`src/sv/double_operand_mov_cmp_execute_top_defines.svh`:
```
// Assertion macros for the MOV/CMP execution unit.
`ifndef DOUBLE_OPERAND_MOV_CMP_EXECUTE_TOP_DEFINES_SVH
`define DOUBLE_OPERAND_MOV_CMP_EXECUTE_TOP_DEFINES_SVH
// Check that a property holds on every edge outside reset.
`define DOMC_ASSERT(label, prop, msg) \
  label: assert property (@(posedge clk) disable iff (rst) (prop)) else $error(msg);
// Check that a property holds on every edge, reset included.
`define DOMC_ASSERT_ALWAYS(label, prop, msg) \
  label: assert property (@(posedge clk) (prop)) else $error(msg);
`endif

```
`src/sv/domc_pkg.sv`:
```
// ----------------------------------------------------------------------------
// domc_pkg
// Shared types and constants for the MOV/CMP execution unit.
// ----------------------------------------------------------------------------
`default_nettype none
package domc_pkg;
  localparam int MemWordsDefault = 32768;

  localparam logic [1:0] CmdMov  = 2'd0;
  localparam logic [1:0] CmdCmp  = 2'd1;
  localparam logic [1:0] CmdLdm  = 2'd2;
  localparam logic [1:0] CmdLdr  = 2'd3;

  localparam logic [2:0] RegPc = 3'd7;

  typedef enum logic [3:0] {
    ST_IDLE,
    ST_SRC_EA,
    ST_SRC_IDX,
    ST_SRC_PTR,
    ST_SRC_OPND,
    ST_DST_EA,
    ST_DST_IDX,
    ST_DST_PTR,
    ST_DST_OPND,
    ST_FINISH,
    ST_ERR,
    ST_WAIT
  } state_t;

  // controller commands to the datapath
  typedef struct packed {
    logic       load_cmd;   // capture the command word
    logic       ea_start;   // begin operand: resolve mode
    logic       dst_side;   // 0 source, 1 destination
    logic       idx_fetch;  // read index word at PC
    logic       ptr_fetch;  // read pointer at addr
    logic       opnd_fetch; // read operand at addr
    logic       finish;     // commit and emit
    logic       error;      // emit error
  } ctl_t;

  // datapath status to the controller
  typedef struct packed {
    logic [1:0] cmd;
    logic [2:0] mode;      // mode of the active side
    logic       odd;       // address about to be used is odd
  } sts_t;
endpackage
`default_nettype wire

```
`src/sv/domc_ctrl.sv`:
```
// ----------------------------------------------------------------------------
// domc_ctrl
// Sequencer: walks operand resolution one memory access at a time.
// ----------------------------------------------------------------------------
`default_nettype none
module domc_ctrl (
  input  wire logic           clk,
  input  wire logic           rst,
  input  wire logic           start,
  output logic                busy,
  input  wire domc_pkg::sts_t sts,
  output domc_pkg::ctl_t      ctl
);
  domc_pkg::state_t state, state_next, ret, ret_next;

  always_ff @(posedge clk) begin
    if (rst) begin
      state <= domc_pkg::ST_IDLE;
      ret   <= domc_pkg::ST_IDLE;
    end else begin
      state <= state_next;
      ret   <= ret_next;
    end
  end

  // ST_WAIT covers the registered memory read, then returns to ret
  always_comb begin
    state_next = state;
    ret_next   = ret;
    case (state)
      domc_pkg::ST_IDLE: begin
        if (start) state_next = domc_pkg::ST_SRC_EA;
      end
      domc_pkg::ST_SRC_EA, domc_pkg::ST_DST_EA: begin
        // command loads and a mode-0 destination finish here; a mode-0 source moves on to the destination
        if (sts.cmd == domc_pkg::CmdLdm || sts.cmd == domc_pkg::CmdLdr) begin
          state_next = sts.odd ? domc_pkg::ST_ERR : domc_pkg::ST_FINISH;
        end else if (sts.mode == 3'd0) begin
          state_next = (state == domc_pkg::ST_SRC_EA) ? domc_pkg::ST_DST_EA
                                                      : domc_pkg::ST_FINISH;
        end else if (sts.mode == 3'd6 || sts.mode == 3'd7) begin
          state_next = sts.odd ? domc_pkg::ST_ERR : domc_pkg::ST_WAIT;
          ret_next   = (state == domc_pkg::ST_SRC_EA) ? domc_pkg::ST_SRC_IDX
                                                      : domc_pkg::ST_DST_IDX;
        end else if (sts.mode == 3'd3 || sts.mode == 3'd5) begin
          state_next = sts.odd ? domc_pkg::ST_ERR : domc_pkg::ST_WAIT;
          ret_next   = (state == domc_pkg::ST_SRC_EA) ? domc_pkg::ST_SRC_PTR
                                                      : domc_pkg::ST_DST_PTR;
        end else begin
          state_next = sts.odd ? domc_pkg::ST_ERR
                     : (state == domc_pkg::ST_SRC_EA) ? domc_pkg::ST_SRC_OPND
                     : domc_pkg::ST_DST_OPND;
        end
      end
      domc_pkg::ST_SRC_IDX, domc_pkg::ST_DST_IDX: begin
        if (sts.mode == 3'd7) begin
          state_next = sts.odd ? domc_pkg::ST_ERR : domc_pkg::ST_WAIT;
          ret_next   = (state == domc_pkg::ST_SRC_IDX) ? domc_pkg::ST_SRC_PTR
                                                       : domc_pkg::ST_DST_PTR;
        end else begin
          state_next = sts.odd ? domc_pkg::ST_ERR
                     : (state == domc_pkg::ST_SRC_IDX) ? domc_pkg::ST_SRC_OPND
                     : domc_pkg::ST_DST_OPND;
        end
      end
      domc_pkg::ST_SRC_PTR: begin
        state_next = sts.odd ? domc_pkg::ST_ERR : domc_pkg::ST_SRC_OPND;
      end
      domc_pkg::ST_DST_PTR: begin
        state_next = sts.odd ? domc_pkg::ST_ERR : domc_pkg::ST_DST_OPND;
      end
      domc_pkg::ST_SRC_OPND: begin
        state_next = domc_pkg::ST_WAIT;
        ret_next   = domc_pkg::ST_DST_EA;
      end
      domc_pkg::ST_DST_OPND: begin
        state_next = domc_pkg::ST_WAIT;
        ret_next   = domc_pkg::ST_FINISH;
      end
      domc_pkg::ST_WAIT:   state_next = ret;
      domc_pkg::ST_FINISH: state_next = domc_pkg::ST_IDLE;
      domc_pkg::ST_ERR:    state_next = domc_pkg::ST_IDLE;
      default:             state_next = domc_pkg::ST_IDLE;
    endcase
  end

  always_comb begin
    ctl  = '0;
    busy = (state != domc_pkg::ST_IDLE);
    case (state)
      domc_pkg::ST_IDLE:     ctl.load_cmd = start;
      domc_pkg::ST_SRC_EA:   ctl.ea_start = 1'b1;
      domc_pkg::ST_DST_EA: begin
        ctl.ea_start = 1'b1;
        ctl.dst_side = 1'b1;
      end
      domc_pkg::ST_SRC_IDX:  ctl.idx_fetch = 1'b1;
      domc_pkg::ST_DST_IDX: begin
        ctl.idx_fetch = 1'b1;
        ctl.dst_side  = 1'b1;
      end
      domc_pkg::ST_SRC_PTR:  ctl.ptr_fetch = 1'b1;
      domc_pkg::ST_DST_PTR: begin
        ctl.ptr_fetch = 1'b1;
        ctl.dst_side  = 1'b1;
      end
      domc_pkg::ST_SRC_OPND: ctl.opnd_fetch = 1'b1;
      domc_pkg::ST_DST_OPND: begin
        ctl.opnd_fetch = 1'b1;
        ctl.dst_side   = 1'b1;
      end
      domc_pkg::ST_FINISH:   ctl.finish = 1'b1;
      domc_pkg::ST_ERR:      ctl.error  = 1'b1;
      domc_pkg::ST_WAIT:     ctl = '0;
      default:               ctl = '0;
    endcase
  end
endmodule
`default_nettype wire

```
`config.mk`:
```
export PLATFORM = sky130hd
export DESIGN_NAME = domc_ctrl
export DESIGN_NICKNAME = d
export VERILOG_FILES = /design/src/sv/double_operand_mov_cmp_execute_top_defines.svh /design/src/sv/domc_pkg.sv /design/src/sv/domc_ctrl.sv
export SDC_FILE = /design/constraint.sdc
export NUM_CORES = 1
export LEC_CHECK = 0
export BUFFER_PORTS_ARGS = -buffer_cell sky130_fd_sc_hd__buf_2
export CORE_MARGIN = 1
export CORE_UTILIZATION = 46
export CTS_CLUSTER_DIAMETER = 60
export DETAILED_ROUTE_END_ITERATION = 12
export PLACE_DENSITY_LB_ADDON = 0.08
export SYNTH_ARGS = -nofsm -noshare
export SYNTH_HDL_FRONTEND = slang
export SYNTH_SLANG_ARGS = --single-unit
```
`constraint.sdc`:
```
create_clock -name clk -period 1.4 [get_ports clk]
set_input_delay 0.14 -clock clk [delete_from_list [all_inputs] [get_ports clk]]
set_output_delay 0.14 -clock clk [all_outputs]
set_load 0.03 [all_outputs]
```
After elaboration in Yosys (flattened, before gate mapping):

Cells that the tools add are included.

* register bits: 8
* output and inout port bits: 9
* word-level logic and storage cells: 70

* equality and inequality tests: 22
* mux-type cells: 33
* reduce and logical (&&, ||, !) cells: 13

Operators by type and width (count)
* $mux 4: 17
* $pmux 4 s7: 1
* $eq 4x3->1 const B: 4
* $eq 4x4->1 const B: 4
* $pmux 4 s4: 1
* $eq 3x3->1 const B: 3
* $mux 1: 9
* $mux 3: 3
* $eq 4x2->1 const B: 2
* $reduce_bool 4->1: 2
* $reduce_or 2->1: 4
* $ne 2x2->1 const B: 3
* $reduce_and 5->1: 1
* $eq 2x2->1 const B: 2
* $eq 4x1->1 const B: 1
* $logic_not 4->1: 1
* $mux 2: 2
* $reduce_or 4->1: 1
* $eq 3x2->1 const B: 1
* $logic_not 3->1: 1
* $logic_or 1x1->1: 3
* $ne 3x1->1 const B: 1
* $ne 2x1->1 const B: 1

Depth between registers and ports, before layout:

Gate-level depths: netlist of run 1.

* depth in word-level cells: 8
* depth in mapped cells: 6

Least setup slack after synthesis of run 1:

Ideal clock, no wire load.

* path type: register -> register
* start point: reg state[0]
* end point: reg ret[3]
* setup time: 0.115 ns
* data arrival time: 1.560 ns
* required time: 1.285 ns
* path slack: -0.276 ns
* cell stages (with the launch flop): 6
* path buffers: 1
* cell sequence: dfxtp_1 buf_4 nor3b_2 and3b_1 o21ai_2 a31o_1

* word-level cells in the longest chain between the ends: 4

RTL lines
* start, declared: line domc_ctrl.sv:14 `domc_pkg::state_t state, state_next, ret, ret_next;`
* start signal, assigned: line domc_ctrl.sv:18 `state <= domc_pkg::ST_IDLE;`
* start signal, assigned: line domc_ctrl.sv:21 `state <= state_next;`
* $eq 4x1->1 (tied with other cells): line domc_ctrl.sv:30 `case (state)`
* $reduce_or 2->1 (no line)
* $ne 3x1->1 (no line) (tied with other cells)
* $reduce_and 5->1 (no line)
* end signal, assigned: line domc_ctrl.sv:19 `ret <= domc_pkg::ST_IDLE;`
* end signal, assigned: line domc_ctrl.sv:22 `ret <= ret_next;`
* end, declared: line domc_ctrl.sv:14

Parallel ways exist; a longest one is shown, timed or not.
A chain may end at the register's enable or synchronous reset.

==> impl_metrics.env, run 1 <==
export IMPL_status="finished, violations left"
export IMPL_violations="negative setup slack"
export IMPL_fmax_mhz=702.6
export IMPL_synth_area_top_cells="dfxtp_1, mux2i_1, nand2_1"
export IMPL_drt_met1_wl_um=894
export IMPL_drtPass1Iterations=4
export IMPL_areaGrowthSynthToFinish_pct=51.32
export IMPL_synth_edf_count=0
export IMPL_critical_path_class="flop to output port"
export IMPL_grt_pass1_wl_um=2849
export IMPL_clk_latency_ns=0.25
export IMPL_routed_wirelength_um=2034
export IMPL_ir_drop_uv=1054
export IMPL_rows=13
export IMPL_drtIter0Drc=29
export IMPL_hold_viol_final=0
export IMPL_rsz0062_at_grt="true"
export IMPL_critPathMaxFanout=5
export IMPL_design_area_um2=1074
export IMPL_syn_nets=99
export IMPL_postSynthAreaPerCell_um2=7.883
export IMPL_maxSlewHeadroom=0.7787
export IMPL_setup_violations=1
export IMPL_synth_mux_area_frac=0.04233
export IMPL_cts_tree="done"
export IMPL_nets=133
export IMPL_grt_pass1_vias=658
export IMPL_drc=0
export IMPL_die_area_um2=1703
export IMPL_finClkSkew_ns=0.001919
export IMPL_hp_start="rst"
export IMPL_ys_types=39
export IMPL_synth_common_cells="dfxtp_1, nand2_1, nor2_1"
export IMPL_clock_sinks=8
export IMPL_hold_buffers=0
export IMPL_tightest_slew_ns=0.3302
export IMPL_power_density_nw_per_um2=2122
export IMPL_cts_root_buf="clkbuf_4"
export IMPL_clk_pin_slew_worst_paths_ns=0.05
export IMPL_synth_compound_area_frac=0.2769
export IMPL_cp_arrival_ns=1.28
export IMPL_r2r_start="state[0]$_SDFFE_PP0P_"
export IMPL_grt_total_usage=0.2550
export IMPL_fin_crit_ns=1.423
export IMPL_start_util=0.5192
export IMPL_h_tree_depth=1
export IMPL_p_leak_nw=0.4564
export IMPL_antenna_left=0
export IMPL_gr_total_overflow=0
export IMPL_dp_cells=124
export IMPL_ys_seq_area_frac=0.2257
export IMPL_regArea_um2=172.7
export IMPL_synth_top_area_share=0.2257
export IMPL_yosys_area_share_simple=0.3386
export IMPL_synth_top_family_by_area="simple AND/OR/NAND/NOR gates"
export IMPL_syn_inst=90
export IMPL_crit_path_end_kind="output port"
export IMPL_critical_path_required_ns=1.26
export IMPL_dpl_cell_area_um2=844.6
export IMPL_path_cells="buf_6, nor2_4, buf_6, mux2i_1, buf_4"
export IMPL_synth_fa_ha_area_frac=0.01587
export IMPL_grt_max_degree=14
export IMPL_cp_start_kind="flop"
export IMPL_fin_cells=138
export IMPL_cp_slowest_stage_delay_ns=0.37
export IMPL_dp_slack_ns=0.005314
export IMPL_ys_seq_elements=8
export IMPL_antenna_found_initial=0
export IMPL_viasPerCell=5.754
export IMPL_multi_input_comb_area_um2=565.5
export IMPL_cap_violations=0
export IMPL_cp_slowest_cell="dfxtp_4"
export IMPL_crit_buf_inv=3
export IMPL_numCtsBuffers=3
export IMPL_clock_path_buffers=2
export IMPL_finalCritPeriodShare=1.017
export IMPL_layout_drive_gt1_share=0.4878
export IMPL_die_w_um=41.27
export IMPL_final_max_slew_viol_count=0
export IMPL_synthArstFlopShare=0
export IMPL_synth_top_area_cell="dfxtp_1"
export IMPL_vias=794
export IMPL_fillCellCount=97
export IMPL_hp_class="input pin to flop"
export IMPL_worst_slack_ns=-0.02319
export IMPL_whs_ns=0.05157
export IMPL_die_h_um=41.27
export IMPL_wl_met2_um=1034
export IMPL_synth_xor_area_share=0.01235
export IMPL_ios=18
export IMPL_gp_congestion=0.8752
export IMPL_met3_length_um=106
export IMPL_cpMostUsedCell="buf_6"
export IMPL_dp_hpwl_um=1285
export IMPL_core_um2=1366
export IMPL_routed_top_layer="met3"
export IMPL_syn_area_um2=709.4
export IMPL_portBuffers=16
export IMPL_cp_top_family="buffers and inverters"
export IMPL_antennaDiodeCount=0
export IMPL_wl_per_cell_um=14.74
export IMPL_yosysWarnings=0
export IMPL_crit_start="state[0]$_SDFFE_PP0P_"
export IMPL_ys_flop_type="dfxtp_1"
-- flip-flops by register name (all words and copies together), names as in the netlist --
signal / flops
state: 4
ret: 4
-- worst paths after layout --
| path | to | slack, ns | depth (start not counted) |
|---|---|---|---|
| worst min register to register | ret[0]$_SDFFE_PP0P_ | 0.47 | 2 |
| worst max register to register | state[3]$_SDFFE_PP0P_ | 0.01 | 6 |
| worst max-delay path | ctl[5] | -0.02 | 5 |
| worst min-delay path | ret[1]$_SDFFE_PP0P_ | 0.05 | 2 |
-- placed cells by master, fill, tap and decap left out, types with 2 or more instances in the layout --
cell type	Yosys	layout
buf_4	2	15
buf_2	2	10
buf_6	2	10
nand2_1	8	8
o21ai_0	5	5
inv_1	4	4
a21oi_1	4	4
o211ai_1	4	4
dfxtp_1	8	4
nor2_1	6	3
mux2i_1	3	3
and3_1	3	3
nor2b_1	4	3
a211oi_1	3	3
clkbuf_4	0	3
dfxtp_4	0	3
nor3b_4	1	2
nand2b_4	0	2
nor2_2	0	2
nor3_2	1	2
nor3_1	3	2
nand3b_1	2	2
-- cell families after synthesis --
family,count (synthesis)
AO/OA/AOI/OAI,27
XOR/XNOR,1
adder cells (fa/ha/maj),1
buffers and inverters,10
flip-flops,8
multiplexers,3
AND/OR/NAND/NOR,40
-- power by group --
group          switching [W]  leakage (nW)  internal (W)
Clock              0.0000787        0.0150      0.000109
Combinational       0.000818         0.373      0.000826
Sequential          0.000116        0.0680      0.000330
-- through the flow --
step           power, W  TNS [ns]  utilization
2_1_floorplan  0.001324   -0.2611            -
3_3_place_gp   0.001589         0       0.6181
3_5_place_dp   0.001608         0       0.6181
4_1_cts        0.002075  -0.05246       0.7207
5_1_grt        0.002429   -0.2865       0.7857
6_report       0.002278  -0.02319       0.7857
-- final cells by class --
type                       count  share of cell area
tap                           15             0.01748
timing repair buffer          35              0.2564
clock buffer                   4             0.02448
multi-input combinational     72              0.5268
inverter                       4             0.01399
sequential                     8              0.1608
-- routing by layer --
layer / global-route usage / up-vias
li1: - / 405
met1: 0.3194 / 364
met2: 0.4609 / 25
met3: 0.06522 / 0
met4: 0 / 0
met5: 0 / -
-- worst reg2reg max path, stage by stage (launching register included) --
cell,delay [ns]
dfxtp_4,0.37
buf_4,0.14
nor3b_4,0.22
buf_6,0.14
nand3_2,0.05
a222oi_1,0.28
nor2_1,0.07
-- what timing repair did --
action / in CTS / in global routing
pin swaps: 1 / 5
gates resized for setup: 19 / 18
setup buffers: 5 / 4
cloned: 0 / 1
endpoints found under the setup margin: 6 / 14
(Power assumes the default switching activity.)
==> run 2, diff against run 1 <==
CTS_BUF_LIST = sky130_fd_sc_hd__clkbuf_8 sky130_fd_sc_hd__clkbuf_16   (was not set)
PLACE_DENSITY = 0.76   (was not set)
PLACE_DENSITY_LB_ADDON = not set   (was 0.08)
==> impl_metrics.env, run 2 (synthesis results as in run 1) <==
export IMPL_status="finished, violations left"
export IMPL_violations="negative setup slack"
export IMPL_wl_per_cell_um=13.45
export IMPL_clk_pin_slew_worst_paths_ns=0.04
export IMPL_r2r_end="state[3]$_SDFFE_PP0P_"
export IMPL_cts_tree="done"
export IMPL_clock_sinks=8
export IMPL_routed_wirelength_um=1829
export IMPL_viasPerCell=5.904
export IMPL_fillCellCount=93
export IMPL_die_w_um=41.27
export IMPL_cp_arrival_ns=1.52
export IMPL_cp_start_kind="flop"
export IMPL_path_cells="buf_4, nor3b_4, buf_6, nand3_1, a222oi_1, nor2_1"
export IMPL_wl_met2_um=911
export IMPL_rrSetupSlack_ns=-0.02
export IMPL_maxSlewHeadroom=0.8107
export IMPL_gr_total_overflow=0
export IMPL_rr_worst_depth=6
export IMPL_rsz0062_at_grt="true"
export IMPL_utilization=0.7399
export IMPL_areaGrowthSynthToFinish_pct=42.50
export IMPL_finalCritPeriodShare=1.011
export IMPL_cp_slowest_stage_delay_ns=0.34
export IMPL_die_h_um=41.27
export IMPL_reg_top3="ret x4, state x4"
export IMPL_whs_ns=0.08624
export IMPL_gp_congestion=0.9032
export IMPL_core_um2=1366
export IMPL_endpoint="state[3]$_SDFFE_PP0P_"
export IMPL_dp_hpwl_um=1427
export IMPL_cts_root_buf="clkbuf_8"
export IMPL_antenna_left=0
export IMPL_tightest_slew_ns=0.2840
export IMPL_portBuffers=16
export IMPL_cp_slowest_cell="dfxtp_2"
export IMPL_start_util=0.5192
export IMPL_met3_length_um=97
export IMPL_vias=803
export IMPL_clock_path_buffers=2
export IMPL_r2r_start="state[3]$_SDFFE_PP0P_"
export IMPL_hold_viol_final=0
export IMPL_grt_pass1_vias=726
export IMPL_total_power_w=0.002159
export IMPL_clk_latency_ns=0.23
export IMPL_grt_max_degree=14
export IMPL_fin_cells=136
export IMPL_fin_crit_ns=1.416
export IMPL_final_max_slew_viol_count=0
export IMPL_layout_drive_gt1_share=0.4463
export IMPL_finClkSkew_ns=0.004990
export IMPL_nets=131
export IMPL_grt_pass1_wl_um=2932
export IMPL_hp_class="input pin to flop"
export IMPL_grt_total_usage=0.2639
export IMPL_cap_violations=0
export IMPL_crit_path_end_kind="flop"
export IMPL_fmax_mhz=706.5
export IMPL_rows=13
export IMPL_numCtsBuffers=3
export IMPL_drc=0
export IMPL_drtIter0Drc=27
export IMPL_drt_met1_wl_um=795
export IMPL_final_common_cell="buf_4"
export IMPL_p_leak_nw=0.4396
export IMPL_die_area_um2=1703
export IMPL_ios=18
export IMPL_dp_cells=130
export IMPL_h_tree_depth=1
export IMPL_drtPass1Iterations=4
export IMPL_hold_buffers=0
export IMPL_routed_top_layer="met4"
export IMPL_critical_path_required_ns=1.51
export IMPL_most_common_layout_cells="buf_4, buf_2, nand2_1"
export IMPL_worst_slack_ns=-0.01551
export IMPL_ir_drop_uv=1596
export IMPL_crit_start="state[3]$_SDFFE_PP0P_"
export IMPL_power_density_nw_per_um2=2135
export IMPL_setup_violations=2
export IMPL_antennaDiodeCount=0
export IMPL_critPathMaxFanout=6
export IMPL_critical_path_class="flop to flop"
export IMPL_antenna_found_initial=0
[run 2: worst min-delay path by stage]
stage | start | cells after the start | to
2_1_floorplan | rst | 1 | ret[1]$_SDFFE_PP0P_
3_3_place_gp | rst | 2 | ret[1]$_SDFFE_PP0P_
3_5_place_dp | rst | 2 | ret[1]$_SDFFE_PP0P_
4_1_cts | rst | 2 | ret[1]$_SDFFE_PP0P_
5_1_grt | rst | 2 | ret[1]$_SDFFE_PP0P_
6_report | rst | 2 | ret[1]$_SDFFE_PP0P_
[run 2: final cells by class]
type / instances / area (µm²) / area share
multi-input cells: 72 / 523.0 / 0.5173
well taps: 15 / 18.77 / 0.01856
repair buffers: 33 / 236.5 / 0.2339
flip-flops and latches: 8 / 172.7 / 0.1708
clock buffers: 3 / 41.29 / 0.04084
clock inverters: 1 / 3.754 / 0.003713
inverters: 4 / 15.01 / 0.01485
[run 2: per-layer routing]
layer | vias to the layer above | GRT usage
li1 | 400 | -
met1 | 370 | 0.3000
met2 | 31 | 0.4492
met3 | 2 | 0.07065
met4 | 0 | 0.1290
met5 | - | 0
[run 2: power breakdown]
group          internal [W]  switching [W]
sequential         0.000332       0.000133
combinational      0.000681       0.000736
clock              0.000189      0.0000874
total               0.00120       0.000957
[run 2: worst max-delay path, delay by kind of cell, from the launching register on]
family | cells | cell delay [ns]
flip-flops | 1 | 0.34
buffers and inverters | 2 | 0.29
AND/OR/NAND/NOR | 3 | 0.37
AO/OA/AOI/OAI | 1 | 0.29
[run 2: per-stage QoR]
stage                     area (µm²)    TNS, ns  worst slack (ns)
after floorplan                729.5    -0.2611           -0.1009
after global placement         889.6          0           0.02681
after detailed placement       889.6          0           0.01441
after CTS                      977.2  -0.005254         -0.005254
after global routing            1011    -0.2116          -0.05803
final                           1011   -0.01609          -0.01551
[run 2: timing repair]
item                                    in CTS  in global routing
buffers inserted                             2                  0
pin swaps                                    2                  0
endpoints found under the setup margin       7                  9
gates resized for setup                     10                 13
==> run 3, diff against run 2 <==
PLACE_DENSITY = 0.71   (was 0.76)
==> impl_metrics.env, run 3 (synthesis results as in run 1) <==
export IMPL_dp_hpwl_um=1349
export IMPL_setup_violations=7
export IMPL_layout_drive_gt1_share=0.5078
export IMPL_fin_cells=143
export IMPL_h_tree_depth=1
export IMPL_p_int_w=0.001438
export IMPL_numCtsBuffers=3
export IMPL_fin_crit_ns=1.547
export IMPL_crit_path_end_kind="flop"
export IMPL_nets=138
export IMPL_cpMostUsedCell="nor2_1"
export IMPL_die_h_um=41.27
export IMPL_gr_total_overflow=0
export IMPL_areaGrowthSynthToFinish_pct=62.08
export IMPL_p_clk_frac=0.112
export IMPL_cp_slowest_cell="dfxtp_2"
export IMPL_total_power_w=0.002553
export IMPL_hp_class="input pin to flop"
export IMPL_most_common_layout_cells="buf_4, buf_2, nand2_1"
export IMPL_dp_slack_ns=-0.04180
export IMPL_switching_share=0.4368
export IMPL_min_to="ret[1]$_SDFFE_PP0P_"
export IMPL_drtPass1Iterations=4
export IMPL_min_path_cells=2
export IMPL_antenna_left=0
export IMPL_critical_path_required_ns=1.51
export IMPL_clock_path_buffers=2
export IMPL_r2r_end="state[3]$_SDFFE_PP0P_"
export IMPL_p_leak_nw=0.5014
export IMPL_gp_congestion=0.9045
export IMPL_grt_pass1_vias=666
export IMPL_core_um2=1366
export IMPL_drtIter0Drc=9
export IMPL_dp_cells=127
export IMPL_crit_buf_inv=1
export IMPL_portBuffers=16
export IMPL_clk_latency_ns=0.23
export IMPL_final_common_cell="buf_4"
export IMPL_status="finished, violations left"
export IMPL_wl_per_cell_um=16.19
export IMPL_rrSetupSlack_ns=-0.15
export IMPL_path_cells="buf_4, nor2_1, o21ai_0, a222oi_1, nor2_1"
export IMPL_grt_total_usage=0.2520
export IMPL_r2r_start="state[2]$_SDFFE_PP0P_"
export IMPL_rr_worst_depth=5
export IMPL_grt_pass1_wl_um=2773
export IMPL_clock_sinks=8
export IMPL_final_max_slew_viol_count=0
export IMPL_die_w_um=41.27
export IMPL_finClkSkew_ns=0.006060
export IMPL_combPwrFrac=0.709
export IMPL_cap_violations=0
export IMPL_setup_tns_ns=-0.2538
export IMPL_whs_ns=0.08304
export IMPL_cp_start_kind="flop"
export IMPL_die_area_um2=1703
export IMPL_cts_tree="done"
export IMPL_drc=0
export IMPL_critical_path_class="flop to flop"
export IMPL_rows=13
export IMPL_vias=869
export IMPL_ios=18
export IMPL_hold_viol_final=0
export IMPL_reg_top3="ret x4, state x4"
export IMPL_critPathMaxFanout=9
export IMPL_violations="negative setup slack"
export IMPL_viasPerCell=6.077
export IMPL_cp_slowest_stage_delay_ns=0.38
export IMPL_antenna_found_initial=0
export IMPL_cts_root_buf="clkbuf_8"
export IMPL_hold_buffers=0
export IMPL_fmax_mhz=646.4
export IMPL_ir_drop_uv=1545
export IMPL_sequentialPowerShare=0.179
export IMPL_grt_max_degree=15
export IMPL_clk_pin_slew_worst_paths_ns=0.04
export IMPL_start_util=0.5192
export IMPL_power_density_nw_per_um2=2220
export IMPL_tightest_slew_ns=0.2917
export IMPL_finalCritPeriodShare=1.105
export IMPL_rsz0062_at_grt="true"
export IMPL_worst_slack_ns=-0.1471
export IMPL_antennaDiodeCount=0
export IMPL_routed_wirelength_um=2315
export IMPL_maxSlewHeadroom=0.8035
export IMPL_power_switching_w=0.001115
export IMPL_cp_arrival_ns=1.66
export IMPL_cp_top_family="compound AO/OA/AOI/OAI gates"
export IMPL_hp_start="rst"
==> run 3: what timing repair did <==
action	in CTS	in global routing
buffers inserted	2	9
endpoints found under the setup margin	9	12
cloned	0	1
resized for setup	5	36
pin swaps	2	11
==> run 3: worst max path at each step <==
stage | startpoint | to | slack [ns] | cells past startpoint
after floorplan | state[0]$_SDFFE_PP0P_ | ret[3]$_SDFFE_PP0P_ | -0.10 | 5
after global placement | state[3]$_SDFFE_PP0P_ | ret[2]$_SDFFE_PP0P_ | -0.04 | 6
after detailed placement | state[3]$_SDFFE_PP0P_ | ret[2]$_SDFFE_PP0P_ | -0.04 | 6
after CTS | state[3]$_SDFFE_PP0P_ | state[3]$_SDFFE_PP0P_ | 0.004 | 6
after global routing | state[2]$_SDFFE_PP0P_ | state[3]$_SDFFE_PP0P_ | -0.22 | 5
final | state[2]$_SDFFE_PP0P_ | state[3]$_SDFFE_PP0P_ | -0.15 | 5
==> run 3: final cells by class <==
class,count,area [µm²]
multi-input cells,72,568.0
repair buffers,40,330.3
fillers,83,216.5
flip-flops and latches,8,172.7
clock buffers,3,41.29
well taps,15,18.77
inverters,4,15.01
clock inverters,1,3.754
==> run 3: power groups by stage <==
stage	registers [W]	logic, W	clock network [W]
floorplan	0.000369	0.000956	0
global placement	0.000433	0.00122	0
detailed placement	0.000434	0.00125	0
CTS	0.000438	0.00130	0.000281
global route	0.000463	0.00192	0.000308
finish	0.000456	0.00181	0.000285
==> run 3: stage by stage <==
stage	cell area, µm²	utilization
global placement	879.6	0.6438
finish	1150	0.8416
floorplan	729.5	-
detailed placement	879.6	0.6438
CTS	949.7	0.6951
global route	1150	0.8416
==> run 3: layer usage <==
layer	track usage	routed length, µm
met1	0.2945	926
met2	0.4453	1132
met3	0.04891	135
met4	0.09677	121
met5	0	0
